File: config.mk
export PLATFORM = sky130hd
export DESIGN_NAME = peer_table_with_aging_unit
export DESIGN_NICKNAME = d
export VERILOG_FILES = /design/src/hw/rtl/pta_pkg.sv /design/src/hw/rtl/pta_eval.sv /design/src/hw/rtl/peer_table_with_aging_unit.sv
export SDC_FILE = /design/constraint.sdc
export NUM_CORES = 2
export LEC_CHECK = 0
export ABC_CLOCK_PERIOD_IN_PS = 21800
export BUFFER_PORTS_ARGS = -buffer_cell sky130_fd_sc_hd__buf_4
export CORE_ASPECT_RATIO = 2
export CORE_MARGIN = 2
export CORE_UTILIZATION = 60
export CTS_CLUSTER_SIZE = 10
export DETAILED_ROUTE_END_ITERATION = 12
export GPL_ROUTABILITY_DRIVEN = 1
export PLACE_DENSITY = 0.77
export SETUP_SLACK_MARGIN = 0.05
export SYNTH_ARGS = -nofsm -noshare
export SYNTH_HDL_FRONTEND = slang
export SYNTH_HIERARCHICAL = 1
export SYNTH_SLANG_ARGS = --single-unit
export TNS_END_PERCENT = 100
File: constraint.sdc
create_clock -name clk -period 21.8 [get_ports clk]
set_clock_uncertainty 0.2 [all_clocks]
set_input_delay 2.18 -clock clk [delete_from_list [all_inputs] [get_ports clk]]
set_output_delay 2.18 -clock clk [all_outputs]
set_load 0.05 [all_outputs]
File: src/hw/rtl/pta_pkg.sv
// ----------------------------------------------------------------------------
// pta_pkg
// Shared types and constants of the peer table: entry layout, status codes,
// register map and the per-entry evaluation result.
// ----------------------------------------------------------------------------
package pta_pkg;

	localparam int TABLE_ENTRIES_DEF = 16;

	localparam int UID_W    = 64;
	localparam int ADDR_W   = 32;
	localparam int TIME_W   = 32;
	localparam int STATUS_W = 2;
	localparam int SLOT_W   = 4;
	localparam int COUNT_W  = 5;

	localparam int APB_ADDR_W = 3;
	localparam int APB_DATA_W = 32;

	localparam logic [STATUS_W-1:0] STATUS_REFRESHED = 2'd0;
	localparam logic [STATUS_W-1:0] STATUS_ADDED     = 2'd1;
	localparam logic [STATUS_W-1:0] STATUS_DROPPED   = 2'd2;

	// register index as seen in paddr[2]
	localparam logic REG_AGE_LIMIT = 1'b0;

	localparam logic [TIME_W-1:0] AGE_LIMIT_RST = 32'd5;

	typedef struct packed {
		logic [UID_W-1:0]  uid;
		logic [ADDR_W-1:0] addr;
		logic [TIME_W-1:0] stamp;
	} entry_t;

	typedef struct packed {
		logic live;     // valid and not aged out
		logic expired;  // valid and aged out in this transaction
		logic match;    // live and identifier equal
	} eval_t;

endpackage

File: src/hw/rtl/pta_eval.sv
// ----------------------------------------------------------------------------
// pta_eval
// Judges one table entry returned by the memory: aging against the limit and
// identifier compare against the announcement under work.
// ----------------------------------------------------------------------------
module pta_eval (
	input  pta_pkg::entry_t                 entry,
	input  logic                            entry_valid,
	input  logic [pta_pkg::UID_W-1:0]       uid,
	input  logic [pta_pkg::TIME_W-1:0]      now,
	input  logic [pta_pkg::TIME_W-1:0]      age_limit,
	output pta_pkg::eval_t                  result
);
	import pta_pkg::*;

	logic [TIME_W-1:0] age;

	// age wraps modulo 2^32, compared unsigned
	assign age = now - entry.stamp;

	always_comb begin
		result.expired = entry_valid && (age > age_limit);
		result.live    = entry_valid && !result.expired;
		result.match   = result.live && (entry.uid == uid);
	end

endmodule

File: src/hw/rtl/peer_table_with_aging_unit.sv
// ----------------------------------------------------------------------------
// peer_table_with_aging_unit
// Table of multicast peers with aging. Each announcement sweeps the table
// once: expired entries are freed, the identifier is looked up, and a hit
// refreshes the time stamp; a miss takes the lowest free slot, else is dropped.
// ----------------------------------------------------------------------------
// Flow: one transaction at a time; a new announcement is accepted only in idle,
//   after the previous result has gone into the result register. The single
//   read port of the entry memory is swept one entry per cycle.
// Reset: entry valid bits clear at once (no clearing pass), age_limit = 5;
//   entry contents stay undefined until written.
// ----------------------------------------------------------------------------
module peer_table_with_aging_unit #(
	parameter int TABLE_ENTRIES = pta_pkg::TABLE_ENTRIES_DEF
) (
	input  logic                               clk,
	input  logic                               arst_n,
	// announcement channel
	input  logic                               in_valid,
	output logic                               in_ready,
	input  logic [pta_pkg::UID_W-1:0]          peer_uid,
	input  logic [pta_pkg::ADDR_W-1:0]         peer_addr,
	input  logic [pta_pkg::TIME_W-1:0]         now_seconds,
	// result channel
	output logic                               out_valid,
	input  logic                               out_ready,
	output logic [pta_pkg::STATUS_W-1:0]       status,
	output logic [pta_pkg::SLOT_W-1:0]         slot,
	output logic [pta_pkg::COUNT_W-1:0]        live_count,
	output logic [pta_pkg::COUNT_W-1:0]        expired_count,
	// configuration port
	input  logic                               psel,
	input  logic                               penable,
	input  logic                               pwrite,
	input  logic [pta_pkg::APB_ADDR_W-1:0]     paddr,
	input  logic [pta_pkg::APB_DATA_W-1:0]     pwdata,
	output logic [pta_pkg::APB_DATA_W-1:0]     prdata,
	output logic                               pready
);
	import pta_pkg::*;

	localparam int IDX_W = (TABLE_ENTRIES > 1) ? $clog2(TABLE_ENTRIES) : 1;
	localparam int CNT_W = $clog2(TABLE_ENTRIES + 1);
	localparam logic [IDX_W-1:0] LAST_IDX = IDX_W'(TABLE_ENTRIES - 1);

	localparam logic [1:0] ST_IDLE  = 2'd0;
	localparam logic [1:0] ST_SCAN  = 2'd1;
	localparam logic [1:0] ST_WRITE = 2'd2;

	// ------------------------------------------------------------------
	// Configuration register
	// ------------------------------------------------------------------
	logic [TIME_W-1:0] age_limit_q;
	logic              cfg_wr;

	assign pready = 1'b1;
	assign cfg_wr = psel && penable && pwrite && (paddr[2] == REG_AGE_LIMIT);

	always_ff @(posedge clk or negedge arst_n) begin
		if (!arst_n) begin
			age_limit_q <= AGE_LIMIT_RST;
		end else if (cfg_wr) begin
			age_limit_q <= pwdata;
		end
	end

	assign prdata = (paddr[2] == REG_AGE_LIMIT) ? age_limit_q : '0;

	// ------------------------------------------------------------------
	// Sequencer state and transaction context
	// ------------------------------------------------------------------
	logic [1:0]         state_q;
	logic [UID_W-1:0]   uid_q;
	logic [ADDR_W-1:0]  addr_q;
	logic [TIME_W-1:0]  now_q;

	logic [IDX_W-1:0]   rd_idx_q;
	logic               rd_on_q;
	logic               vld_s1;
	logic [IDX_W-1:0]   idx_s1;
	entry_t             entry_s1;

	logic [CNT_W-1:0]   expired_q;
	logic [CNT_W-1:0]   live_q;
	logic               hit_found_q;
	logic [IDX_W-1:0]   hit_idx_q;
	logic [ADDR_W-1:0]  hit_addr_q;
	logic               free_found_q;
	logic [IDX_W-1:0]   free_idx_q;

	logic [TABLE_ENTRIES-1:0] valid_q;

	logic               in_take;
	logic               out_slot_free;
	logic               finish;
	eval_t              ev;

	assign in_ready      = (state_q == ST_IDLE);
	assign in_take       = in_valid && in_ready;
	assign out_slot_free = !out_valid || out_ready;
	assign finish        = (state_q == ST_WRITE) && out_slot_free;

	// ------------------------------------------------------------------
	// Entry memory: one read port for the sweep, one write port at finish
	// ------------------------------------------------------------------
	entry_t            mem [TABLE_ENTRIES];
	logic              mem_we;
	logic [IDX_W-1:0]  mem_wa;
	entry_t            mem_wd;

	always_ff @(posedge clk) begin
		if (rd_on_q) begin
			entry_s1 <= mem[rd_idx_q];
		end
		idx_s1 <= rd_idx_q;
	end

	always_ff @(posedge clk) begin
		if (mem_we) begin
			mem[mem_wa] <= mem_wd;
		end
	end

	// A hit keeps the stored address and only refreshes the time stamp.
	always_comb begin
		mem_we       = finish && (hit_found_q || free_found_q);
		mem_wa       = hit_found_q ? hit_idx_q : free_idx_q;
		mem_wd.uid   = uid_q;
		mem_wd.addr  = hit_found_q ? hit_addr_q : addr_q;
		mem_wd.stamp = now_q;
	end

	// ------------------------------------------------------------------
	// Per-entry judgment of the word just read
	// ------------------------------------------------------------------
	pta_eval u_eval (
		.entry       (entry_s1),
		.entry_valid (valid_q[idx_s1]),
		.uid         (uid_q),
		.now         (now_q),
		.age_limit   (age_limit_q),
		.result      (ev)
	);

	// ------------------------------------------------------------------
	// Sweep control
	// ------------------------------------------------------------------
	always_ff @(posedge clk or negedge arst_n) begin
		if (!arst_n) begin
			state_q  <= ST_IDLE;
			rd_on_q  <= 1'b0;
			rd_idx_q <= '0;
			vld_s1   <= 1'b0;
		end else begin
			vld_s1 <= rd_on_q;
			case (state_q)
				ST_IDLE: begin
					if (in_take) begin
						state_q  <= ST_SCAN;
						rd_on_q  <= 1'b1;
						rd_idx_q <= '0;
					end
				end
				ST_SCAN: begin
					// advance the read pointer, stop after the last entry
					if (rd_on_q) begin
						rd_idx_q <= rd_idx_q + IDX_W'(1);
						if (rd_idx_q == LAST_IDX) begin
							rd_on_q <= 1'b0;
						end
					end
					if (vld_s1 && (idx_s1 == LAST_IDX)) begin
						state_q <= ST_WRITE;
					end
				end
				ST_WRITE: begin
					// hold until the result register can take the result
					if (out_slot_free) begin
						state_q <= ST_IDLE;
					end
				end
				default: begin
					state_q <= ST_IDLE;
				end
			endcase
		end
	end

	// Latch the announcement at accept.
	always_ff @(posedge clk) begin
		if (in_take) begin
			uid_q  <= peer_uid;
			addr_q <= peer_addr;
			now_q  <= now_seconds;
		end
	end

	// Accumulate counts, first hit and first free slot over the sweep.
	// An entry that ages out in this sweep counts as free for the lookup.
	always_ff @(posedge clk or negedge arst_n) begin
		if (!arst_n) begin
			expired_q    <= '0;
			live_q       <= '0;
			hit_found_q  <= 1'b0;
			free_found_q <= 1'b0;
		end else if (in_take) begin
			expired_q    <= '0;
			live_q       <= '0;
			hit_found_q  <= 1'b0;
			free_found_q <= 1'b0;
		end else if (vld_s1) begin
			if (ev.expired) begin
				expired_q <= expired_q + CNT_W'(1);
			end
			if (ev.live) begin
				live_q <= live_q + CNT_W'(1);
			end
			if (ev.match && !hit_found_q) begin
				hit_found_q <= 1'b1;
			end
			if (!ev.live && !free_found_q) begin
				free_found_q <= 1'b1;
			end
		end
	end

	always_ff @(posedge clk) begin
		if (vld_s1 && ev.match && !hit_found_q) begin
			hit_idx_q  <= idx_s1;
			hit_addr_q <= entry_s1.addr;
		end
		if (vld_s1 && !ev.live && !free_found_q) begin
			free_idx_q <= idx_s1;
		end
	end

	// Valid bits: drop aged entries during the sweep, set a new entry at finish.
	always_ff @(posedge clk or negedge arst_n) begin
		if (!arst_n) begin
			valid_q <= '0;
		end else begin
			if (vld_s1 && ev.expired) begin
				valid_q[idx_s1] <= 1'b0;
			end
			if (finish && !hit_found_q && free_found_q) begin
				valid_q[free_idx_q] <= 1'b1;
			end
		end
	end

	// ------------------------------------------------------------------
	// Result register
	// ------------------------------------------------------------------
	logic [STATUS_W-1:0]  status_d;
	logic [IDX_W-1:0]     slot_idx;
	logic [IDX_W+3:0]     slot_ext;
	logic [CNT_W-1:0]     live_d;
	logic [CNT_W+4:0]     live_ext;
	logic [CNT_W+4:0]     expired_ext;
	logic                 added;

	always_comb begin
		added = !hit_found_q && free_found_q;
		if (hit_found_q) begin
			status_d = STATUS_REFRESHED;
			slot_idx = hit_idx_q;
		end else if (free_found_q) begin
			status_d = STATUS_ADDED;
			slot_idx = free_idx_q;
		end else begin
			status_d = STATUS_DROPPED;
			slot_idx = '0;
		end
		live_d      = live_q + CNT_W'(added);
		slot_ext    = {4'd0, slot_idx};
		live_ext    = {5'd0, live_d};
		expired_ext = {5'd0, expired_q};
	end

	always_ff @(posedge clk or negedge arst_n) begin
		if (!arst_n) begin
			out_valid <= 1'b0;
		end else if (finish) begin
			out_valid <= 1'b1;
		end else if (out_ready) begin
			out_valid <= 1'b0;
		end
	end

	always_ff @(posedge clk) begin
		if (finish) begin
			status        <= status_d;
			slot          <= slot_ext[SLOT_W-1:0];
			live_count    <= live_ext[COUNT_W-1:0];
			expired_count <= expired_ext[COUNT_W-1:0];
		end
	end

endmodule
* Word-level counts from Yosys, hierarchy flattened
Memories as Yosys holds them, arrays and structs flattened. A register that Yosys moved wholly into a read port is not among the register bits.
Cells that the tools add are included.
** Storage, ports and cells
- Flip-flop bits (word level) :: 257
- Latch bits :: 0
- Bits in writable memories :: 2048
- Bits in read-only memories :: 0
- Input bits :: 170
- Output and inout port bits :: 51
- Logic and storage cells :: 131
- Memories :: 1
** Memories
- mem :: words 16, width 128, read ports 1, clocked after Yosys merged registers in 1, wr ports 1, line peer_table_with_aging_unit.sv:106 : entry_t mem [TABLE_ENTRIES];
** Cells by class
- Add/sub/neg operators :: 5
- $mul :: 0
- Divide/modulo/power cells :: 0
- $lt $le $gt $ge :: 5
- Equal/unequal tests :: 9
- Shift operators :: 0
- Mux-type cells :: 41
- Bitwise operators :: 4
- Reduce and logical (&&, ||, !) cells :: 44
** Operator list (number)
- == test 64 bit :: 1
- 2-to-1 mux 32 bit :: 2
- greater-than comparator 32 bit :: 1
- 2-to-1 mux 16 bit :: 2
- subtractor 32 bit :: 1
- 2-to-1 mux 5 bit :: 6
- logical AND 1 bit :: 22
- 2-to-1 mux 4 bit :: 5
- bitwise AND 16 bit :: 1
- 2-to-1 mux 1 bit :: 16
- inverter 16 bit :: 1
- OR 16 bit :: 1
- nonzero test 2 bit :: 7
- adder 5 x 1 -> 5 bit (second input constant) :: 2
- less-than comparator 4 x 5 -> 1 bit (second input constant) :: 2
- AND reduction 2 bit :: 5
- demux 1 bit (select 4 bit) :: 2
- == test 4 bit (second input constant) :: 2
- >= comparator 4 x 1 -> 1 bit (second input constant) :: 2
- 2-to-1 mux 2 bit :: 4
- case mux 4 bit (2 select lines) :: 1
- != test 2 bit (second input constant) :: 3
- case mux 2 bit (3 select lines) :: 1
- AND reduction 3 bit :: 2
- other kinds (11) :: 16

* Depth between registers and ports, before layout
- Depth in word-level cells :: 10
- Mapped depth :: 24

* Modules after synthesis
The synthesis kept the hierarchy.
** Modules (own cells, without submodules)
- peer_table_with_aging_unit :: instances 1, cells each 4082, area each 91109.9 sq um, sequential area each 72677.2 sq um
- pta_eval :: instances 1, cells each 460, area each 3385.7 sq um, sequential area each 0.0 sq um

* Worst setup path after synthesis
OpenSTA, ideal clock, no wires.
- Path type :: in2reg
- Start point :: in out_ready
- End point :: mem mem[5][0] (netlist name) (enable)
- Arrival :: 7.958 ns
- Slack :: 13.025 ns
- Cell stages on the path :: 4
- Path buffers :: 0
- Path through :: nor2b_1 -> nor3b_1 -> nand2_1 -> nor2_1
** Between the ends
- Cells in the longest elaborated chain, start to end :: 5
** RTL lines
- start: declaration :: line peer_table_with_aging_unit.sv:26 : input logic out_ready,
- logical OR 1 bit :: line peer_table_with_aging_unit.sv:100 : assign out_slot_free = !out_valid || out_ready;
- logical AND 1 bit :: line peer_table_with_aging_unit.sv:101 : assign finish = (state_q == ST_WRITE) && out_slot_free;
- logical AND 1 bit :: line peer_table_with_aging_unit.sv:126 : mem_we = finish && (hit_found_q || free_found_q);
- 2-to-1 mux 1 bit :: line peer_table_with_aging_unit.sv:119 : if (mem_we) begin
- 2-to-1 mux 1 bit (implied by the code) :: line peer_table_with_aging_unit.sv:120 : mem[mem_wa] <= mem_wd;
- end: declaration :: line peer_table_with_aging_unit.sv:106
Every way passes these cells.

==> flow_summary_export.csv <==
group,metric,value,unit
status,outcome,"finished, final reports clean",
place,portBuffers,185,
global_routing,grt_pass1_wl,235100,microns
route,routedWlPerCell,29.55,microns
hold_path,hold_end,"expired_count[4]$_DFFE_PP_",
final_layout,fillers,7323,
global_routing,grt_pass1_vias,37230,
final_layout,final_cell_area,80300,sq um
sta,tns,0,ns
worst_setup_path,endpoint_kind,"flop",
clock_network,clockBufferDepth,3,
worst_setup_path,rr_worst_depth,23,
synthesis,postSynthAreaPerCell,20.08,sq um
synthesis,synth_area,71910,sq um
clock_network,cts_max_level,4,
clock_network,clock_latency,0.79,ns
floorplanning,core_area,118900,sq um
sta,tightestPinTransition,1.227,ns
final_layout,nNetsFinal,4067,
clock_network,cts_hold_buf,0,
worst_setup_path,reg2reg_slack,15.03,ns
worst_setup_path,cp-start-kind,"flop",
sta,grt_setup_unrepaired,"false",
worst_setup_path,max_stage_delay,0.60,ns
route,drc,0,
pwr,p_leak,25.64,nW
final_layout,final-seq-area,54430,sq um
floorplanning,die_y,493.6,microns
route,via_count,35980,
pwr,peakVddDrop,0.0001044,V
hold_path,worstHoldStart,"expired_q[4]$_DFFE_PN0P_",
clock_network,post_cts_buffers,0,
sta,slew_viol_final,0,
hold_path,whs_path_depth,0,
worst_setup_path,crit_chain,"inv_1, ha_1, inv_1, fa_1, a21oi_1, o21ai_1, a31oi_1, nor3b_2, a31oi_2, o221ai_1, xor2_1, ha_1, and4_1, nand4_1, or3_1, nor2_1, o31ai_1, o21ai_1, and2_1, and2_1, or3b_2, o21ai_0, o21ai_0",
synthesis,synth_fp_nets,3821,
pwr,p_sw,2.488,mW
place,post_dp_cell_area,74770,sq um
synthesis,syn_inst,3582,
sta,setup_viol,0,
pwr,pwr-share-seq,45.7,%
worst_setup_path,cp_top_family,"simple AND/OR/NAND/NOR gates",
final_layout,syn_to_final_growth,11.67,%
hold_path,hold_class,"reg -> reg",
floorplanning,start_util,60.47,%
final_layout,stdcell_count,5432,
sta,slew_headroom,17.45,%
place,post-place-ws,15.04,ns
sta,hold_viol,0,
global_routing,antenna_found_initial,3,
route,detail_route.iter0.violations,3612,
route,dr.pass1.iters,6,
route,via_per_inst,6.624,
route,ant_nets,0,
global_routing,grt_usage,26.22,%
global_routing,grt_max_degree,130,
worst_setup_path,rr_endpoint,"valid_q[8]$_DFF_PN0_",
pwr,swShare,27.33,%
floorplanning,fp.dieW,248.8,microns
clock_network,clkSinkCount,1825,
sta,worst_slack,15.03,ns
worst_setup_path,crit_type,"reg -> reg",
pwr,p_per_area,113.4,nW/um^2
pwr,totalPowerFinal,9.103,mW
pwr,clockPowerShare,32.4,%
worst_setup_path,crit_arrival,7.20,ns
worst_setup_path,worst_path_max_delay_cell,"edfxtp_1",
sta,period_minus_slack,6.771,ns
flow_run,maxCapViolCount,0,
clock_network,clockRootBuffer,"clkbuf_16",
final_layout,drive_gt1_share,21.35,%
sta,fmax,147.7,MHz
global_routing,grt_overflow,0,
place,dpl.hpwl,80610,microns
place,place_congestion,0.8589,
worst_setup_path,cp_data_required_time,22.23,ns
worst_setup_path,crit_buf_inv,2,
pwr,internal_power,6.615,mW
place,place_inst,5163,
floorplanning,die_area,122800,sq um
clock_network,cts.clk_slew.worst_paths,0.05,ns
route,wl,160500,microns
floorplanning,ioPinCount,221,
worst_setup_path,r2r_start,"now_q[0]$_DFFE_PP_",
synthesis,synth_warnings,6,
sta,finalCritPeriodShare,31.06,%
final_layout,multi_input_area,16240,sq um
worst_setup_path,crit_path_max_fanout,17,
floorplanning,rows,179,
clock_network,cts_resized,0,
pwr,p_comb_share,21.9,%
clock_network,cts_buffers,201,
clock_network,cts_tree,"yes",
-- worst reg2reg max path, cell delays in order (launching register included) --
cell,delay (ns)
edfxtp_1,0.60
inv_1,0.13
ha_1,0.20
inv_1,0.07
fa_1,0.39
a21oi_1,0.23
o21ai_1,0.14
a31oi_1,0.39
nor3b_2,0.16
a31oi_2,0.40
o221ai_1,0.21
xor2_1,0.18
ha_1,0.32
and4_1,0.24
nand4_1,0.19
or3_1,0.49
nor2_1,0.13
o31ai_1,0.07
o21ai_1,0.39
and2_1,0.25
and2_1,0.39
or3b_2,0.54
o21ai_0,0.18
o21ai_0,0.12
-- cells in the final DEF, fill, tap and decap left out, types with 5 or more instances in the layout --
cell type / instances
o211ai_1: 7
edfxtp_1: 1752
and3_1: 5
nand4_1: 34
a32oi_1: 96
nor3_1: 8
inv_1: 76
nand2b_1: 9
a22oi_1: 97
xnor2_1: 83
mux2_2: 34
o21ai_1: 101
ha_1: 68
buf_12: 6
a21oi_1: 44
xor2_1: 21
a21o_1: 15
mux4_2: 293
buf_4: 234
o21bai_1: 6
a221oi_1: 5
a22o_1: 6
nor2_1: 29
dfrtp_1: 63
o21ai_0: 44
nand3_1: 20
nand2_1: 38
clkbuf_16: 208
mux2i_1: 291
nor4_1: 5
nor2_4: 17
nor2b_1: 41
clkbuf_1: 51
-- worst max-delay path by stage --
stage	to	from	cells after the start
final	valid_q[8]$_DFF_PN0_	now_q[0]$_DFFE_PP_	23
after global routing	valid_q[0]$_DFF_PN0_	now_q[0]$_DFFE_PP_	23
after CTS	valid_q[8]$_DFF_PN0_	now_q[0]$_DFFE_PP_	23
after detailed placement	valid_q[0]$_DFF_PN0_	now_q[0]$_DFFE_PP_	23
after global placement	valid_q[8]$_DFF_PN0_	now_q[0]$_DFFE_PP_	23
after floorplan	mem[5][0]$_DFFE_PP_	out_ready	4
-- power by group through the flow --
stage	clock (mW)	sequential (mW)	combinational (mW)
after detailed placement	0	4.23	1.98
after CTS	2.99	4.16	2.00
after global routing	3.10	4.18	2.13
after global placement	0	4.23	1.95
after floorplan	0	4.15	1.60
final	2.95	4.16	1.99
-- routing by layer --
metal | track usage (%) | wire [microns] | vias up
met1 | 32.18 | 57640 | 18660
li1 | - | - | 15080
met3 | 3.832 | 11230 | 394
met5 | 0 | 0 | -
met4 | 11.87 | 7272 | 0
met2 | 46.39 | 84370 | 1847
-- registers in the layout (all words and copies together) (netlist names), 2 cells and up --
signal and count:
age_limit_q 32, expired_count 5, rd_idx_q 4, live_count 5
status 2, state_q 2, slot 4, expired_q 5
hit_idx_q 4, entry_s1 96, mem 1536, idx_s1 4
now_q 32, uid_q 64, live_q 5, free_idx_q 4
valid_q 16
-- cell type report --
type	count	area share (%)
tap	1538	2.396
timing repair buffer	240	2.337
inverter	78	0.3677
sequential	1825	67.79
antenna	1	0.003116
multi-input combinational	1482	20.22
clock buffer	259	6.720
clock inverter	9	0.1667
-- through the flow --
step           utilization (%)  hold slack, ns
2_1_floorplan                -          0.1483
3_3_place_gp             62.87          0.2600
3_5_place_dp             62.87          0.2585
4_1_cts                  67.52          0.2825
5_1_grt                  67.52          0.3054
6_report                 67.52          0.2792
Note: power is estimated with default switching activity, not from simulation.
